--- src/rtl/tsps_pkg.sv ---
// shared types, constants and register codes of the timed speed program sequencer
package tsps_pkg;

	localparam int SLOT_COUNT = 6;
	localparam int SLOT_IDX_W = $clog2(SLOT_COUNT + 1);
	localparam int FREQ_W = 16;
	localparam int PERIOD_W = 16;
	localparam int WORD_W = FREQ_W + PERIOD_W;
	localparam int CFG_IDX_W = 3;
	localparam int CFG_DATA_W = 32;

	localparam logic [FREQ_W-1:0] LOW_FREQ_RST = 16'd2500;
	localparam logic [FREQ_W-1:0] HIGH_FREQ_RST = 16'd50000;

	typedef enum logic [CFG_IDX_W-1:0] {
		REG_LOW_FREQ  = 3'd0,
		REG_HIGH_FREQ = 3'd1,
		REG_SLOT_0    = 3'd2,
		REG_SLOT_1    = 3'd3,
		REG_SLOT_2    = 3'd4,
		REG_SLOT_3    = 3'd5,
		REG_SLOT_4    = 3'd6,
		REG_SLOT_5    = 3'd7
	} cfg_reg_e;

	typedef enum logic {
		KIND_TICK   = 1'b0,
		KIND_SAMPLE = 1'b1
	} kind_e;

	typedef enum logic {
		ACT_SET_FREQ = 1'b0,
		ACT_RELAY_ON = 1'b1
	} action_e;

	typedef struct packed {
		logic kind;
		logic door_open;
		logic item_ready;
		logic voltage_ok;
	} item_t;

	typedef struct packed {
		logic              action;
		logic [FREQ_W-1:0] frequency;
		logic              job_done;
		logic              last;
	} result_t;

	typedef struct packed {
		logic [FREQ_W-1:0]                 low_frequency;
		logic [FREQ_W-1:0]                 high_frequency;
		logic [SLOT_COUNT-1:0][WORD_W-1:0] slot_words;
	} cfg_t;

	function automatic logic [WORD_W-1:0] slot_reset(input int i);
		logic [WORD_W-1:0] w;
		case (i)
			0: w = 32'd655360100;
			1: w = 32'd163840200;
			2: w = 32'd3276800300;
			3: w = 32'd327680400;
			4: w = 32'd360448500;
			5: w = 32'd393216600;
			default: w = '0;
		endcase
		return w;
	endfunction

endpackage

--- src/rtl/tsps_cfg.sv ---
// configuration register file: low and high frequency and the slot words
module tsps_cfg (
	input  logic                               clk,
	input  logic                               arst_n,
	input  logic                               cfg_valid,
	input  logic [tsps_pkg::CFG_IDX_W-1:0]     cfg_index,
	input  logic [tsps_pkg::CFG_DATA_W-1:0]    cfg_data,
	output tsps_pkg::cfg_t                     cfg
);
	import tsps_pkg::*;

	cfg_t                 cfg_q;
	logic [CFG_IDX_W-1:0] slot_sel;

	assign slot_sel = cfg_index - CFG_IDX_W'(REG_SLOT_0);

	always_ff @(posedge clk or negedge arst_n) begin
		if (!arst_n) begin
			cfg_q.low_frequency <= LOW_FREQ_RST;
			cfg_q.high_frequency <= HIGH_FREQ_RST;
			for (int i = 0; i < SLOT_COUNT; i++) begin
				cfg_q.slot_words[i] <= slot_reset(i);
			end
		end else if (cfg_valid) begin
			if (cfg_index == REG_LOW_FREQ) begin
				cfg_q.low_frequency <= cfg_data[FREQ_W-1:0];
			end
			if (cfg_index == REG_HIGH_FREQ) begin
				cfg_q.high_frequency <= cfg_data[FREQ_W-1:0];
			end
			for (int i = 0; i < SLOT_COUNT; i++) begin
				if (cfg_index >= REG_SLOT_0 && slot_sel == CFG_IDX_W'(i)) begin
					cfg_q.slot_words[i] <= cfg_data[WORD_W-1:0];
				end
			end
		end
	end

	assign cfg = cfg_q;

endmodule

--- src/rtl/tsps_core.sv ---
// program state and the per-item decision logic, up to two results per item
module tsps_core (
	input  logic              clk,
	input  logic              arst_n,
	input  logic              fire,
	input  tsps_pkg::item_t   item,
	input  tsps_pkg::cfg_t    cfg,
	output tsps_pkg::result_t res0,
	output tsps_pkg::result_t res1,
	output logic [1:0]        res_cnt
);
	import tsps_pkg::*;

	logic [PERIOD_W-1:0]   tick_q, tick_d;
	logic [SLOT_IDX_W-1:0] slot_q, slot_d;
	logic                  running_q, running_d;
	logic                  ready_seen_q, ready_seen_d;
	logic                  door_seen_q, door_seen_d;

	logic [SLOT_IDX_W-1:0] nxt;
	logic [WORD_W-1:0]     cur_word, nxt_word;
	logic [PERIOD_W-1:0]   tick_inc;
	result_t               ra, rb;
	logic                  have_a, have_b;

	function automatic logic [WORD_W-1:0] slot_word(
		input logic [SLOT_COUNT-1:0][WORD_W-1:0] words,
		input logic [SLOT_IDX_W-1:0]             idx
	);
		logic [WORD_W-1:0] w;
		w = '0;
		for (int i = 0; i < SLOT_COUNT; i++) begin
			if (idx == SLOT_IDX_W'(i)) begin
				w = words[i];
			end
		end
		return w;
	endfunction

	function automatic result_t set_freq(input logic [FREQ_W-1:0] f, input logic done);
		result_t r;
		r.action = ACT_SET_FREQ;
		r.frequency = f;
		r.job_done = done;
		r.last = 1'b0;
		return r;
	endfunction

	assign nxt = slot_q + 1'b1;
	assign cur_word = slot_word(cfg.slot_words, slot_q);
	assign nxt_word = slot_word(cfg.slot_words, nxt);
	assign tick_inc = tick_q + 1'b1;

	always_comb begin
		tick_d = tick_q;
		slot_d = slot_q;
		running_d = running_q;
		ready_seen_d = ready_seen_q;
		door_seen_d = door_seen_q;
		ra = set_freq('0, 1'b0);
		rb = set_freq('0, 1'b0);
		have_a = 1'b0;
		have_b = 1'b0;
		if (item.kind == KIND_TICK) begin
			if (running_q) begin
				if (tick_inc < cur_word[PERIOD_W-1:0]) begin
					tick_d = tick_inc;
				end else begin
					tick_d = '0;
					if (nxt >= SLOT_IDX_W'(SLOT_COUNT) || nxt_word[PERIOD_W-1:0] == '0) begin
						running_d = 1'b0;
						slot_d = '0;
						ra = set_freq(cfg.low_frequency, 1'b1);
						have_a = 1'b1;
					end else begin
						slot_d = nxt;
						if (!item.door_open) begin
							ra = set_freq(nxt_word[WORD_W-1:PERIOD_W], 1'b0);
							have_a = 1'b1;
						end
					end
				end
			end
		end else if (item.door_open) begin
			if (!door_seen_q) begin
				door_seen_d = 1'b1;
				ra = set_freq(cfg.high_frequency, 1'b0);
				have_a = 1'b1;
			end
		end else begin
			if (door_seen_q) begin
				door_seen_d = 1'b0;
				ra = set_freq(running_q ? cur_word[WORD_W-1:PERIOD_W] : cfg.low_frequency,
					1'b0);
				have_a = 1'b1;
			end
			if (item.item_ready) begin
				if (!ready_seen_q) begin
					ready_seen_d = 1'b1;
					running_d = 1'b1;
					rb = set_freq(cur_word[WORD_W-1:PERIOD_W], 1'b0);
					have_b = 1'b1;
				end
			end else begin
				ready_seen_d = 1'b0;
				if (!running_q && item.voltage_ok) begin
					rb.action = ACT_RELAY_ON;
					have_b = 1'b1;
				end
			end
		end
	end

	always_comb begin
		res_cnt = {1'b0, have_a} + {1'b0, have_b};
		res0 = have_a ? ra : rb;
		res1 = rb;
		res0.last = (res_cnt == 2'd1);
		res1.last = 1'b1;
	end

	always_ff @(posedge clk or negedge arst_n) begin
		if (!arst_n) begin
			tick_q <= '0;
			slot_q <= '0;
			running_q <= 1'b0;
			ready_seen_q <= 1'b0;
			door_seen_q <= 1'b0;
		end else if (fire) begin
			tick_q <= tick_d;
			slot_q <= slot_d;
			running_q <= running_d;
			ready_seen_q <= ready_seen_d;
			door_seen_q <= door_seen_d;
		end
	end

	// slot pointer never leaves the program
	a_slot_range: assert property (@(posedge clk) disable iff (!arst_n)
		slot_q < SLOT_IDX_W'(SLOT_COUNT))
		else $error("slot index past the program");

	// a stopped program sits at its start
	a_stopped_clear: assert property (@(posedge clk) disable iff (!arst_n)
		!running_q |-> (slot_q == '0 && tick_q == '0))
		else $error("stopped program not reset");

	// a completion drops the run flag
	a_done_stops: assert property (@(posedge clk) disable iff (!arst_n)
		(fire && res_cnt != 2'd0 && res0.job_done) |=> !running_q)
		else $error("completion left program running");

endmodule

--- src/rtl/tsps_outq.sv ---
// two-entry result queue between the decision logic and the output channel
module tsps_outq (
	input  logic              clk,
	input  logic              arst_n,
	input  logic              fire,
	input  tsps_pkg::result_t res0,
	input  tsps_pkg::result_t res1,
	input  logic [1:0]        res_cnt,
	output logic              can_take,
	output logic              out_valid,
	input  logic              out_ready,
	output tsps_pkg::result_t head
);
	import tsps_pkg::*;

	result_t    e0_q, e1_q;
	logic [1:0] cnt_q;
	logic       pop;

	assign out_valid = (cnt_q != 2'd0);
	assign pop = out_valid && out_ready;
	assign can_take = (cnt_q == 2'd0) || (cnt_q == 2'd1 && pop);
	assign head = e0_q;

	always_ff @(posedge clk or negedge arst_n) begin
		if (!arst_n) begin
			cnt_q <= '0;
		end else if (fire) begin
			cnt_q <= res_cnt;
		end else if (pop) begin
			cnt_q <= cnt_q - 1'b1;
		end
	end

	always_ff @(posedge clk) begin
		if (fire) begin
			e0_q <= res0;
			e1_q <= res1;
		end else if (pop) begin
			e0_q <= e1_q;
		end
	end

	a_cnt_range: assert property (@(posedge clk) disable iff (!arst_n)
		cnt_q != 2'd3)
		else $error("result queue overfilled");

	// new results only land in a queue that is empty or drains this cycle
	a_fire_empty: assert property (@(posedge clk) disable iff (!arst_n)
		fire |-> (cnt_q == 2'd0 || (cnt_q == 2'd1 && pop)))
		else $error("results written over pending transfer");

	// the second entry of a pair always closes the item
	a_pair_last: assert property (@(posedge clk) disable iff (!arst_n)
		(cnt_q == 2'd2) |-> (e1_q.last && !e0_q.last))
		else $error("last flag misplaced in result pair");

endmodule

--- src/rtl/timed_speed_program_sequencer_top.sv ---
// top level of the timed speed program sequencer: input register, core, result queue
// Runs a frequency inverter through up to six timed speed slots. Each input
// transfer is a 100 ms tick or a sample of the door, item-ready and voltage
// levels, and yields zero, one or two command results, the last one flagged by
// last. An accepted item is held in the input register, decided in one pass once
// the result queue can take it, and its results are registered in that queue.
// With a ready sink the queue delivers one result per cycle, an item with at most
// one result is taken every cycle and one with two holds off the next item while
// both are queued. Configuration writes are taken at any time (cfg_ready is
// always high) but must only be issued while no item is in flight.
module timed_speed_program_sequencer_top (
	input  logic                            clk,
	input  logic                            arst_n,
	input  logic                            in_valid,
	output logic                            in_ready,
	input  logic                            kind,
	input  logic                            door_open,
	input  logic                            item_ready,
	input  logic                            voltage_ok,
	output logic                            out_valid,
	input  logic                            out_ready,
	output logic                            action,
	output logic [tsps_pkg::FREQ_W-1:0]     frequency,
	output logic                            job_done,
	output logic                            last,
	input  logic                            cfg_valid,
	output logic                            cfg_ready,
	input  logic [tsps_pkg::CFG_IDX_W-1:0]  cfg_index,
	input  logic [tsps_pkg::CFG_DATA_W-1:0] cfg_data
);
	import tsps_pkg::*;

	item_t      item_s1;
	logic       valid_s1;
	logic       fire;
	logic       can_take;
	cfg_t       cfg;
	result_t    res0, res1, head;
	logic [1:0] res_cnt;

	assign cfg_ready = 1'b1;
	assign fire = valid_s1 && can_take;
	assign in_ready = !valid_s1 || fire;

	always_ff @(posedge clk or negedge arst_n) begin
		if (!arst_n) begin
			valid_s1 <= 1'b0;
		end else if (in_ready) begin
			valid_s1 <= in_valid;
		end
	end

	always_ff @(posedge clk) begin
		if (in_valid && in_ready) begin
			item_s1 <= '{kind: kind, door_open: door_open, item_ready: item_ready,
				voltage_ok: voltage_ok};
		end
	end

	tsps_cfg u_cfg (
		.clk       (clk),
		.arst_n    (arst_n),
		.cfg_valid (cfg_valid),
		.cfg_index (cfg_index),
		.cfg_data  (cfg_data),
		.cfg       (cfg)
	);

	tsps_core u_core (
		.clk     (clk),
		.arst_n  (arst_n),
		.fire    (fire),
		.item    (item_s1),
		.cfg     (cfg),
		.res0    (res0),
		.res1    (res1),
		.res_cnt (res_cnt)
	);

	tsps_outq u_outq (
		.clk       (clk),
		.arst_n    (arst_n),
		.fire      (fire),
		.res0      (res0),
		.res1      (res1),
		.res_cnt   (res_cnt),
		.can_take  (can_take),
		.out_valid (out_valid),
		.out_ready (out_ready),
		.head      (head)
	);

	assign action = head.action;
	assign frequency = head.frequency;
	assign job_done = head.job_done;
	assign last = head.last;

endmodule
--- config.mk ---
export PLATFORM = sky130hd
export DESIGN_NAME = timed_speed_program_sequencer_top
export DESIGN_NICKNAME = d
export VERILOG_FILES = /design/src/rtl/tsps_pkg.sv /design/src/rtl/tsps_cfg.sv /design/src/rtl/tsps_core.sv /design/src/rtl/tsps_outq.sv /design/src/rtl/timed_speed_program_sequencer_top.sv
export SDC_FILE = /design/constraint.sdc
export NUM_CORES = 1
export LEC_CHECK = 0
export ABC_CLOCK_PERIOD_IN_PS = 5410
export BUFFER_PORTS_ARGS = -buffer_cell sky130_fd_sc_hd__buf_2
export CORE_UTILIZATION = 60
export DETAILED_ROUTE_END_ITERATION = 8
export PLACE_DENSITY = 0.78
export RECOVER_POWER = 25
export SETUP_SLACK_MARGIN = 0.15
export SYNTH_ARGS = -nofsm -noshare
export SYNTH_HDL_FRONTEND = slang
export SYNTH_SLANG_ARGS = --single-unit
--- constraint.sdc ---
create_clock -name clk -period 5.41 [get_ports clk]
set_input_delay 1.082 -clock clk [delete_from_list [all_inputs] [get_ports clk]]
set_output_delay 1.082 -clock clk [all_outputs]
set_load 0.005 [all_outputs]
==> impl_metrics.env <==
export IMPL_power_frac_seq_pct=45.9
export IMPL_ys_ff_latch=289
export IMPL_grt_usage_pct=33.42
export IMPL_io_pins=66
export IMPL_synth_distinct_cells=72
export IMPL_cts_sinks=289
export IMPL_hold_slack_ns=0.5116
export IMPL_yosys_area_top_type="dfrtp_1"
export IMPL_p_clk_share_pct=29.8
export IMPL_powerDensity_nw_per_um2=448.2
export IMPL_crit_end="u_outq.head[0]$_SDFFCE_PN1P_"
export IMPL_place_hpwl_microns=29050
export IMPL_io_buffers=64
export IMPL_grt_max_degree=105
export IMPL_setup_viol=0
export IMPL_fin_cells=1806
export IMPL_path_max_fanout=31
export IMPL_period_share_pct=91.98
export IMPL_syn_cell_area_sq_um=15480
export IMPL_die_w_microns=162.6
export IMPL_area_growth_syn_to_layout_pct=10.63
export IMPL_fp_row_count=58
export IMPL_cp_arrival_ns=5.29
export IMPL_antenna_found_initial=3
export IMPL_wl_per_cell_microns=24.01
export IMPL_synth_edf_count=40
export IMPL_ant_nets=0
export IMPL_die_area_sq_um=26450
export IMPL_drive_above_1_share_pct=31.53
export IMPL_drt_total_wl_microns=43360
export IMPL_fillers=1901
export IMPL_nets=1520
export IMPL_seq_area_frac_synth_pct=48.57
export IMPL_p_comb_share_pct=24.3
export IMPL_reg2reg_depth=15
export IMPL_tns_ns=0
export IMPL_synth_cells=1428
export IMPL_critPathLaunch="u_core.slot_q[2]$_DFFE_PN0P_"
export IMPL_start_util_pct=61.31
export IMPL_hold_buffers=0
export IMPL_drt_pass1_iter_count=8
export IMPL_hold_path_class="register to register"
export IMPL_ff2ff_setup_slack_ns=0.43
export IMPL_reg2reg_from="u_core.slot_q[2]$_DFFE_PN0P_"
export IMPL_grt_pass1_wl_microns=67740
export IMPL_placed_cells=1747
export IMPL_vias_per_cell=6.752
export IMPL_cap_viol_max_count=1
export IMPL_endpoint_kind="register"
export IMPL_regToRegEndpoint="u_outq.head[0]$_SDFFCE_PN1P_"
export IMPL_grt_pass1_vias=11442
export IMPL_violations="max-capacitance violations, max-slew violations"
export IMPL_finalMaxSlewViolations=105
export IMPL_max_freq_mhz=201.0
export IMPL_clockBufferDepth=3
export IMPL_max_slew_margin_rel_pct=-74.93
export IMPL_ys_warn_count=0
export IMPL_yosysMostFrequentCell="mux2_2"
export IMPL_ys_flop_type="dfrtp_1"
export IMPL_numCtsBuffers=31
export IMPL_routed_via_count=12194
export IMPL_insertion_delay_ns=0.59
export IMPL_htree_levels=1
export IMPL_skew_ns=0.02081
export IMPL_async_reset_ff_share_pct=86.16
export IMPL_cts_root_buf="clkbuf_16"
export IMPL_p_int_mw=5.268
export IMPL_core_area_sq_um=25250
export IMPL_rsz0062_at_grt="false"
export IMPL_tightest_slew_ns=2.624
export IMPL_cts_tree="done"
export IMPL_p_leak_nw=6.950
export IMPL_switching_share_pct=31.39
export IMPL_gp_congestion=0.9456
export IMPL_syn_area_per_cell_sq_um=10.84
export IMPL_cts_clk_slew_worst_paths_ns=0.07
export IMPL_worstPathRequired_ns=5.73
export IMPL_ys_top_cells_by_area="dfrtp_1 29%, mux2_2 16%, dfstp_2 12%"
export IMPL_final_hold_viol_count=0
export IMPL_grt_ovfl_total=0
export IMPL_drc=0
export IMPL_vdd_ir_drop_max_uv=274.9
export IMPL_synth_fp_nets=1498
export IMPL_switchingPower_mw=2.411
export IMPL_first_iter_violations=1830
export IMPL_cp_slowest_cell="dfrtp_1"
export IMPL_cp_cell_sequence="inv_1, ha_2, o311ai_0, o21ai_0, nor2_1, a21oi_1, ha_1, a21oi_1, a31oi_1, or4_1, o2bb2ai_2, a311oi_4, or2_2, ha_1, nand2b_1"
export IMPL_worstSetupStartpointType="register"
export IMPL_synth_top_cell_area_share_pct=28.93
export IMPL_status="finished, violations left"
export IMPL_die_h_microns=162.6
export IMPL_path_class="register to register"
export IMPL_min_period_ns=4.976
export IMPL_cpPeakStageDelay_ns=0.68
export IMPL_synth_commonest_cells="223 x mux2_2, 179 x dfrtp_1, 174 x nand2_1"
-- placed cells by master, fill, tap and decap left out, drive strengths merged, types with 5 or more instances in the layout --
cell type / n
xnor2: 8
o211ai: 5
and3b: 17
o311ai: 15
a31oi: 42
mux2: 223
nor2: 58
a221oi: 30
inv: 18
o32ai: 15
nand2b: 36
a2111oi: 5
o31ai: 15
a21o: 18
nor3: 8
and2: 5
edfxtp: 40
nand2: 174
nand3: 35
buf: 88
mux2i: 15
or4: 6
clkbuf: 46
nor4: 14
o21ai: 65
a21oi: 78
nor2b: 9
bufinv: 6
dfrtp: 179
and3: 7
dfstp: 70
nand4: 5
xor2: 7
nand3b: 18
a222oi: 13
ha: 26
clkinv: 11
-- worst min path at each step --
stage,start,endpoint,slack (ns),depth (start not counted)
final,u_cfg.cfg[204]$_DFFE_PN0P_,u_cfg.cfg[204]$_DFFE_PN0P_,0.51,1
after global routing,u_cfg.cfg[192]$_DFFE_PN0P_,u_cfg.cfg[192]$_DFFE_PN0P_,0.53,1
after CTS,u_core.tick_q[10]$_DFFE_PN0P_,u_core.tick_q[10]$_DFFE_PN0P_,0.51,2
after detailed placement,u_cfg.cfg[195]$_DFFE_PN0P_,u_cfg.cfg[195]$_DFFE_PN0P_,0.49,1
after global placement,u_cfg.cfg[197]$_DFFE_PN0P_,u_cfg.cfg[197]$_DFFE_PN0P_,0.49,1
after floorplan,u_core.tick_q[10]$_DFFE_PN0P_,u_core.tick_q[10]$_DFFE_PN0P_,0.47,2
-- sequential cells by signal, indices dropped and copies added (netlist names) --
| register | cells |
|---|---|
| u_core.door_seen_q | 1 |
| item_s1 | 4 |
| u_core.running_q | 1 |
| u_outq.e1_q | 17 |
| u_outq.head | 19 |
| u_core.ready_seen_q | 1 |
| u_cfg.cfg | 224 |
| valid_s1 | 1 |
| u_outq.cnt_q | 2 |
| u_core.tick_q | 16 |
| u_core.slot_q | 3 |
-- area by class of cell --
cell class | count | area (sq um) | area share [%]
flip-flops and latches | 289 | 7520 | 43.90
multi-input cells | 1017 | 7501 | 43.79
clock buffers | 41 | 853.3 | 4.981
repair buffers | 93 | 526.8 | 3.075
well taps | 330 | 412.9 | 2.410
clock inverters | 17 | 246.5 | 1.439
inverters | 18 | 67.56 | 0.3944
diodes | 1 | 2.502 | 0.01461
-- logic make-up after synthesis --
family / Yosys count / share of synthesized area (%)
mux: 238 / 17.19
fa+ha+maj: 26 / 2.101
flops: 289 / 48.57
compound gates: 333 / 15.10
xor+xnor: 15 / 0.8485
other cells: 1 / 0.02422
simple gates: 404 / 12.86
buf+inv: 122 / 3.313
-- power by group through the flow --
stage	clock, mW	sequential, mW	combinational [mW]
floorplan	0	3.34	1.33
global placement	0	3.51	1.77
detailed placement	0	3.53	1.83
CTS	2.30	3.51	1.84
global route	2.40	3.60	2.04
finish	2.29	3.53	1.86
-- per-layer routing --
layer / part of all wire [%] / vias up / global-route usage (%)
met4: 2.5 / 0 / 9.728
met5: 0 / - / 0
li1: - / 5367 / -
met2: 43 / 684 / 48.14
met3: 11 / 80 / 7.512
met1: 43 / 6063 / 50.31
-- worst max-delay path, delay by kind of cell (launching register included) --
kind	cells	cell delay [ns]
adders and majority gates	3	1.07
DFF	1	0.68
buffers and inverters	1	0.17
AOI/OAI and AO/OA	7	1.52
and+or+nand+nor	4	1.27
-- metrics by stage --
step                power, mW  area, sq um  util, %  worst slack [ns]
finish                  7.678        17130    67.83            0.4338
global route            8.039        17130    67.83            0.1535
detailed placement      5.367        16050    63.54            0.3932
CTS                     7.653        17150    67.90            0.3649
global placement        5.279        16050    63.54            0.4501
floorplan               4.673        15480        -            0.4377
-- timing repair --
| item | CTS | global route |
|---|---|---|
| resized for setup | 0 | 4 |
| buffers inserted | 0 | 0 |
| setup endpoints to repair | 0 | 18 |
Note: power is estimated with default switching activity, not from simulation.
